## src/sv/rws_pkg.sv

```systemverilog
// Shared constants, request codes, state encoding and control structs
// for the roulette wheel selector. No dependencies.

package rws_pkg;

    localparam int MAX_ENTRIES = 64;
    localparam int IDX_W       = $clog2(MAX_ENTRIES);
    localparam int CNT_W       = IDX_W + 1;
    localparam int FIT_W       = 16;
    localparam int TOT_W       = FIT_W + IDX_W;
    localparam int RAND_W      = 32;
    localparam int PROD_W      = RAND_W + TOT_W;
    localparam int PICK_W      = 6;
    localparam int REQ_W       = 2;
    localparam int IN_DATA_W   = 48;
    localparam int OUT_DATA_W  = 8;

    typedef enum logic [REQ_W-1:0] {
        REQ_CLEAR  = 2'd0,
        REQ_APPEND = 2'd1,
        REQ_SELECT = 2'd2
    } req_t;

    typedef enum logic [2:0] {
        ST_IDLE   = 3'b001,
        ST_SCAN   = 3'b010,
        ST_FINISH = 3'b100
    } state_t;

    typedef struct packed {
        logic clear;
        logic append;
        logic start;
        logic scan;
        logic commit;
    } cmd_t;

    typedef struct packed {
        logic hit;
        logic exhausted;
        logic out_free;
    } stat_t;

endpackage

```

## src/sv/rws_ctrl.sv

```systemverilog
// Controller state machine for the roulette wheel selector.
// Depends on rws_pkg; drives rws_datapath through cmd_t and reads stat_t.

module rws_ctrl
(
    input  logic                         clk,
    input  logic                         rst_n,
    input  logic                         s_tvalid,
    input  logic [rws_pkg::REQ_W-1:0]    req_type,
    input  rws_pkg::stat_t               stat,
    output logic                         s_tready,
    output rws_pkg::cmd_t                cmd
);

    rws_pkg::state_t state_reg;
    rws_pkg::state_t state_next;
    logic            accept;

    assign s_tready = (state_reg == rws_pkg::ST_IDLE);
    assign accept   = s_tvalid && s_tready;

    always_comb
    begin
        state_next = state_reg;
        cmd        = '0;
        case (state_reg)
            rws_pkg::ST_IDLE:
            begin
                if (accept)
                begin
                    case (rws_pkg::req_t'(req_type))
                        rws_pkg::REQ_CLEAR:
                        begin
                            cmd.clear = 1'b1;
                        end
                        rws_pkg::REQ_APPEND:
                        begin
                            cmd.append = 1'b1;
                        end
                        rws_pkg::REQ_SELECT:
                        begin
                            cmd.start  = 1'b1;
                            state_next = rws_pkg::ST_SCAN;
                        end
                        default:
                        begin
                            cmd = '0;
                        end
                    endcase
                end
            end
            rws_pkg::ST_SCAN:
            begin
                cmd.scan = 1'b1;
                if (stat.hit || stat.exhausted)
                begin
                    state_next = rws_pkg::ST_FINISH;
                end
            end
            rws_pkg::ST_FINISH:
            begin
                if (stat.out_free)
                begin
                    cmd.commit = 1'b1;
                    state_next = rws_pkg::ST_IDLE;
                end
            end
            default:
            begin
                state_next = rws_pkg::ST_IDLE;
            end
        endcase
    end

    always_ff @(posedge clk or negedge rst_n)
    begin
        if (!rst_n)
        begin
            state_reg <= rws_pkg::ST_IDLE;
        end
        else
        begin
            state_reg <= state_next;
        end
    end

endmodule

```

## src/sv/rws_datapath.sv

```systemverilog
// Datapath for the roulette wheel selector: fitness memory, live bits,
// running total, threshold multiplier, scan accumulator and output register.
// Depends on rws_pkg; commanded by rws_ctrl.

module rws_datapath
(
    input  logic                              clk,
    input  logic                              rst_n,
    input  rws_pkg::cmd_t                     cmd,
    input  logic [rws_pkg::FIT_W-1:0]         fitness_value,
    input  logic [rws_pkg::RAND_W-1:0]        random_word,
    input  logic                              m_tready,
    output rws_pkg::stat_t                    stat,
    output logic                              m_tvalid,
    output logic [rws_pkg::OUT_DATA_W-1:0]    m_tdata,
    output logic                              m_tuser
);

    logic [rws_pkg::FIT_W-1:0]    mem [rws_pkg::MAX_ENTRIES];
    logic [rws_pkg::FIT_W-1:0]    rd_data_reg;

    logic [rws_pkg::CNT_W-1:0]    count_reg,   count_next;
    logic [rws_pkg::TOT_W-1:0]    total_reg,   total_next;
    logic [rws_pkg::MAX_ENTRIES-1:0] live_reg, live_next;
    logic [rws_pkg::CNT_W-1:0]    addr_reg,    addr_next;
    logic                         pend_vld_reg, pend_vld_next;
    logic [rws_pkg::IDX_W-1:0]    pend_idx_reg;
    logic [rws_pkg::PROD_W-1:0]   prod_reg;
    logic [rws_pkg::TOT_W-1:0]    sum_reg,     sum_next;
    logic                         found_reg;
    logic [rws_pkg::IDX_W-1:0]    idx_reg;
    logic [rws_pkg::FIT_W-1:0]    fit_reg;
    logic                         m_tvalid_reg, m_tvalid_next;
    logic [rws_pkg::PICK_W-1:0]   out_idx_reg;
    logic                         out_found_reg;

    logic                         full;
    logic                         do_append;
    logic                         issue;
    logic                         cand;
    logic [rws_pkg::TOT_W:0]      sum_ext;
    logic [rws_pkg::TOT_W-1:0]    thr;

    assign full      = (count_reg == rws_pkg::CNT_W'(rws_pkg::MAX_ENTRIES));
    assign do_append = cmd.append && !full;
    assign issue     = cmd.scan && (addr_reg < count_reg);
    assign cand      = pend_vld_reg && live_reg[pend_idx_reg];
    assign sum_ext   = {1'b0, sum_reg} + (rws_pkg::TOT_W + 1)'(rd_data_reg);
    assign thr       = prod_reg[rws_pkg::PROD_W-1:rws_pkg::RAND_W];

    assign stat.hit       = cand && (sum_ext > {1'b0, thr});
    assign stat.exhausted = (addr_reg >= count_reg) && !pend_vld_reg;
    assign stat.out_free  = !m_tvalid_reg || m_tready;

    assign m_tvalid = m_tvalid_reg;
    assign m_tdata  = {{(rws_pkg::OUT_DATA_W - rws_pkg::PICK_W){1'b0}}, out_idx_reg};
    assign m_tuser  = out_found_reg;

    always_comb
    begin
        count_next    = count_reg;
        total_next    = total_reg;
        live_next     = live_reg;
        addr_next     = addr_reg;
        pend_vld_next = pend_vld_reg;
        sum_next      = sum_reg;
        m_tvalid_next = m_tvalid_reg;

        if (cmd.clear)
        begin
            count_next = '0;
            total_next = '0;
            live_next  = '0;
        end
        else if (do_append)
        begin
            count_next = count_reg + rws_pkg::CNT_W'(1);
            total_next = total_reg + rws_pkg::TOT_W'(fitness_value);
            live_next[count_reg[rws_pkg::IDX_W-1:0]] = 1'b1;
        end
        else if (cmd.commit && found_reg)
        begin
            total_next = total_reg - rws_pkg::TOT_W'(fit_reg);
            live_next[idx_reg] = 1'b0;
        end

        if (cmd.start)
        begin
            addr_next     = '0;
            pend_vld_next = 1'b0;
            sum_next      = '0;
        end
        else if (cmd.scan)
        begin
            pend_vld_next = issue;
            if (issue)
            begin
                addr_next = addr_reg + rws_pkg::CNT_W'(1);
            end
            if (cand)
            begin
                sum_next = sum_ext[rws_pkg::TOT_W-1:0];
            end
        end

        if (cmd.commit)
        begin
            m_tvalid_next = 1'b1;
        end
        else if (m_tready)
        begin
            m_tvalid_next = 1'b0;
        end
    end

    always_ff @(posedge clk)
    begin
        if (do_append)
        begin
            mem[count_reg[rws_pkg::IDX_W-1:0]] <= fitness_value;
        end
        rd_data_reg <= mem[addr_reg[rws_pkg::IDX_W-1:0]];
    end

    always_ff @(posedge clk or negedge rst_n)
    begin
        if (!rst_n)
        begin
            count_reg    <= '0;
            total_reg    <= '0;
            live_reg     <= '0;
            addr_reg     <= '0;
            pend_vld_reg <= 1'b0;
            m_tvalid_reg <= 1'b0;
        end
        else
        begin
            count_reg    <= count_next;
            total_reg    <= total_next;
            live_reg     <= live_next;
            addr_reg     <= addr_next;
            pend_vld_reg <= pend_vld_next;
            m_tvalid_reg <= m_tvalid_next;
        end
    end

    always_ff @(posedge clk)
    begin
        pend_idx_reg <= addr_reg[rws_pkg::IDX_W-1:0];
        sum_reg      <= sum_next;
        if (cmd.start)
        begin
            prod_reg <= rws_pkg::PROD_W'(random_word) * rws_pkg::PROD_W'(total_reg);
        end
        if (cmd.scan && (stat.hit || stat.exhausted))
        begin
            found_reg <= stat.hit;
            idx_reg   <= pend_idx_reg;
            fit_reg   <= rd_data_reg;
        end
        if (cmd.commit)
        begin
            out_idx_reg   <= found_reg ? rws_pkg::PICK_W'(idx_reg) : '0;
            out_found_reg <= found_reg;
        end
    end

`ifndef SYNTHESIS
    a_count_bound: assert property (@(posedge clk) disable iff (!rst_n)
        count_reg <= rws_pkg::CNT_W'(rws_pkg::MAX_ENTRIES))
        else $error("entry count beyond pool size");

    a_empty_total: assert property (@(posedge clk) disable iff (!rst_n)
        (count_reg == '0) |-> (total_reg == '0))
        else $error("nonzero total with empty pool");

    a_commit_live: assert property (@(posedge clk) disable iff (!rst_n)
        (cmd.commit && found_reg) |-> live_reg[idx_reg])
        else $error("removing an entry that is not live");

    a_commit_valid: assert property (@(posedge clk) disable iff (!rst_n)
        cmd.commit |=> m_tvalid_reg)
        else $error("result not presented after commit");

    a_hit_scan: assert property (@(posedge clk) disable iff (!rst_n)
        (cmd.scan && stat.hit) |-> (pend_vld_reg && (total_reg != '0)))
        else $error("hit without a pending live entry");
`endif

endmodule

```

## src/sv/roulette_wheel_selector.sv

```systemverilog
// Roulette wheel selector, top level.
// Depends on rws_pkg, rws_ctrl and rws_datapath.
//
// Usage:
//   Input channel s_*: one request per transfer. s_tuser carries the request
//   kind (clear, append, select). Clear and append finish in the accepting
//   cycle and produce no result; an append to a full pool (64 entries) is
//   dropped. A select produces exactly one transfer on m_*.
//   Output channel m_*: m_tdata carries the picked index, m_tuser the found
//   flag; index reads zero when nothing was found.
// Operation:
//   Clear and append can be accepted back to back. A select runs, in order:
//   the threshold multiply in the accepting cycle, a memory read of each
//   loaded entry in load order, the registered read data, detection of the
//   end of the pool, and an update of the pool with the load of the output
//   register, which waits while the receiver stalls. The scan stops early at
//   the picked entry.
// Reset clears the pool, the total and the output valid flag.
// If the receiver stalls, the result holds in the output register; a new
// request is still taken, and a later select waits before its update cycle.

module roulette_wheel_selector
(
    input  logic                              clk,
    input  logic                              rst_n,
    input  logic                              s_tvalid,
    output logic                              s_tready,
    input  logic [rws_pkg::IN_DATA_W-1:0]     s_tdata,   // fitness_value[15:0], random_word[47:16]
    input  logic [rws_pkg::REQ_W-1:0]         s_tuser,   // req_type[1:0]
    output logic                              m_tvalid,
    input  logic                              m_tready,
    output logic [rws_pkg::OUT_DATA_W-1:0]    m_tdata,   // picked_index[5:0], zero[7:6]
    output logic                              m_tuser    // found[0]
);

    rws_pkg::cmd_t  cmd;
    rws_pkg::stat_t stat;

    rws_ctrl u_ctrl
    (
        .clk      (clk),
        .rst_n    (rst_n),
        .s_tvalid (s_tvalid),
        .req_type (s_tuser),
        .stat     (stat),
        .s_tready (s_tready),
        .cmd      (cmd)
    );

    rws_datapath u_datapath
    (
        .clk           (clk),
        .rst_n         (rst_n),
        .cmd           (cmd),
        .fitness_value (s_tdata[rws_pkg::FIT_W-1:0]),
        .random_word   (s_tdata[rws_pkg::FIT_W +: rws_pkg::RAND_W]),
        .m_tready      (m_tready),
        .stat          (stat),
        .m_tvalid      (m_tvalid),
        .m_tdata       (m_tdata),
        .m_tuser       (m_tuser)
    );

endmodule
```

## config.mk

```make
export PLATFORM = sky130hd
export DESIGN_NAME = roulette_wheel_selector
export DESIGN_NICKNAME = d
export VERILOG_FILES = /design/src/sv/rws_pkg.sv /design/src/sv/rws_ctrl.sv /design/src/sv/rws_datapath.sv /design/src/sv/roulette_wheel_selector.sv
export SDC_FILE = /design/constraint.sdc
export NUM_CORES = 2
export LEC_CHECK = 0
export ABC_CLOCK_PERIOD_IN_PS = 16800
export BUFFER_PORTS_ARGS = -buffer_cell sky130_fd_sc_hd__buf_2
export CORE_ASPECT_RATIO = 1.25
export CORE_MARGIN = 2
export CORE_UTILIZATION = 45
export DETAILED_ROUTE_END_ITERATION = 10
export SLEW_MARGIN = 10
export SYNTH_ARGS = -nofsm -noshare
export SYNTH_HDL_FRONTEND = slang
export SYNTH_SLANG_ARGS = --single-unit
export TNS_END_PERCENT = 100
```

## constraint.sdc

```tcl
create_clock -name clk -period 16.8 [get_ports clk]
set_input_delay 0 -clock clk [delete_from_list [all_inputs] [get_ports clk]]
set_output_delay 0 -clock clk [all_outputs]
set_load 0.05 [all_outputs]
```

==> out/metrics.cfg <==
[clock_network]
ctsHoldBuffers=25
cts_tree=yes
cts_resized=0
cts_setup_buffers=0
clockBufferDepth=3
path_clk_slew_ps=70
clk_latency_ps=740
root_buffer=clkbuf_16
numCtsBuffers=109
htreeDepth=3
clock_sinks=1225

[setup_path]
reg2reg_to=u_datapath.prod_reg[37]
cp-end-kind=flop
cp.required_ps=17280
cp-start-kind=flop
r2r_setup_slack_ps=9240
critPathArrivalTime_ps=8040
reg2reg_depth=21
r2r-start=u_datapath.total_reg[1]
worstSetupPathType=flop to flop
crit_path_max_fanout=35

[routing]
wl_um=183300
ant_nets=0
drc=0
vias=40330
detail_route.first_pass.iterations=5
drt-initial-drc-count=2887
wl_per_cell_um=25.75
routed_via_density=5.666

[synthesis]
avgSynthCellArea_um2=14.53
synth_edf_count=1076
async_reset_ff_frac=0.08571
syn_inst=4895
synth_warnings=0
synth_area_mm2=0.07112
synth_ff_type=edfxtp_1
ys_seq_area_frac=0.5037
synth-seq-cells=1225
yosys.cell_types.count=83

[timing]
final-hold-violation-count=0
setup_viol=0
period_share=0.4497
tns_ps=0
min_period_ps=7556
fin_skew_ps=35.57
grt_setup_unrepaired=no
drv_slew=0
slew-limit-headroom=0.2208
fmax_mhz=132.4
worst_pin_slew_ps=1139

[floorplanning]
die_h_um=448.5
design.portCount=65
die_x_um=359.6
start_util=0.4517
dieArea_mm2=0.1613
row_count=163
coreArea_mm2=0.1574

[hold_path]
holdPathEnd=u_datapath.mem[17][10]
hold_start=s_tdata[10]
hold_depth=2
hold_path_class=input pin to flop

[grt]
gr-total-overflow=0
track_usage=0.2325
grt_first_pass_wirelength_um=277200
grt_antenna_before_repair=4
grt_max_degree=129
grt_pass1_vias=43530

[placement]
portBuffers=62
place_congestion=0.8683
dp_hpwl_um=121700
placed_area_mm2=0.07412

[run_status]
status=finished clean

[cells_and_area]
area_delta_synth_final_pct=9.695
design_area_mm2=0.07802
num-fill-cells=13450
nets=5846
largest_reg_flops=1024
mostFrequentLayoutCells=edfxtp_1 (1076), inv_1 (613), fa_1 (598)
final_common_cell=edfxtp_1
drive_gt1_frac=0.1684
fin_util=0.4955

[run]
drv_cap=0

Yosys cell counts (4+ instances only):
master / n / area, um2
a2111oi_0: 5 / 43.79
a211oi_1: 18 / 135.1
a21boi_0: 5 / 37.54
a21o_1: 22 / 165.2
a21oi_1: 86 / 430.4
a22o_1: 13 / 113.9
a311oi_1: 4 / 35.03
a31oi_1: 10 / 62.56
and2_1: 310 / 1939
and3_1: 8 / 50.05
buf_1: 18 / 67.56
buf_2: 27 / 135.1
buf_4: 4 / 30.03
clkbuf_1: 201 / 754.5
dfrtp_1: 104 / 2603
dfxtp_1: 44 / 880.8
edfxtp_1: 1076 / 32310
fa_1: 598 / 11970
ha_1: 236 / 2953
inv_1: 613 / 2301
mux2i_1: 35 / 350.3
mux4_2: 347 / 7815
nand2_1: 504 / 1892
nand2b_1: 9 / 56.30
nand3_1: 49 / 245.2
nand3b_1: 9 / 67.56
nand4_1: 17 / 106.4
nor2_1: 168 / 630.6
nor2b_1: 9 / 56.30
nor3_1: 26 / 130.1
nor4_1: 4 / 25.02
o211ai_1: 13 / 97.59
o21a_1: 13 / 97.59
o21ai_0: 48 / 240.2
o21bai_1: 12 / 90.09
o221a_2: 64 / 720.7
o22ai_1: 4 / 25.02
o31ai_1: 8 / 60.06
o41ai_1: 8 / 70.07
or2_2: 5 / 31.28
or3_1: 10 / 62.56
xnor2_1: 49 / 429.2
xor2_1: 29 / 254.0
critical path, stage by stage (launching register included):
cell and delay, ps:
dfrtp_1 320, buf_4 400, nand2_1 160, fa_1 580, fa_1 440, fa_1 540
inv_1 50, fa_1 490, inv_1 50, fa_1 530, inv_1 50, fa_1 530
fa_1 440, ha_1 330, a21oi_1 170, o21ai_0 150, a2111oi_0 980, nand4_1 230
a21oi_1 330, o31ai_1 160, a21oi_1 200, xnor2_1 90
area by class of cell:
class                      instances  area [um2]  share of cell area
inverter                         614        2305             0.02954
multi-input combinational       2806       32190              0.4126
clock inverter                    68       599.3            0.007682
sequential                      1225       35840              0.4594
antenna                            1       2.502          0.00003208
tap                             2062        2580             0.03307
timing repair buffer             202        1469             0.01883
clock buffer                     139        3027             0.03880
metal layers:
layer,vias up,GRT usage,share of wire
met5,-,0,0.00025
met1,21570,0.2735,0.38
li1,17350,-,-
met2,1079,0.4338,0.54
met4,6,0.09264,0.041
met3,323,0.02625,0.044
kinds of logic (layout without fill, tap and decap cells):
logic type      Yosys count  after routing  synth area share
simple gates           1142           1142           0.07612
fa+ha+maj               834            834            0.2098
xor+xnor                 78             78          0.009606
mux                     385            385            0.1159
flops                  1225           1225            0.5037
compound gates          365            365           0.03835
buf+inv                 865           1023           0.04644
other cells               1              3        0.00005273
per-stage QoR:
stage | hold slack, ps | cells | setup WS (ps)
after global routing | 145.4 | 7116 | 8937
after detailed placement | 102.2 | 6884 | 9316
after CTS | 95.54 | 7116 | 9303
after floorplan | -295.6 | 4896 | 10180
final | 155.0 | 7117 | 9244
after global placement | 106.6 | 6884 | 9422
how the worst max path moves through the flow:
| stage | from | depth (start not counted) | endpoint |
|---|---|---|---|
| 6_report | u_datapath.total_reg[1] | 21 | u_datapath.prod_reg[37] |
| 5_1_grt | u_datapath.total_reg[17] | 19 | u_datapath.prod_reg[53] |
| 4_1_cts | u_datapath.total_reg[17] | 19 | u_datapath.prod_reg[53] |
| 3_5_place_dp | u_datapath.total_reg[17] | 19 | u_datapath.prod_reg[53] |
| 3_3_place_gp | u_datapath.total_reg[1] | 21 | u_datapath.prod_reg[37] |
| 2_1_floorplan | u_datapath.total_reg[7] | 23 | u_datapath.prod_reg[46] |
Power is left out: the tool's default activity adds up to more than one toggle a clock period on the data nets, which glitch-free logic cannot reach.
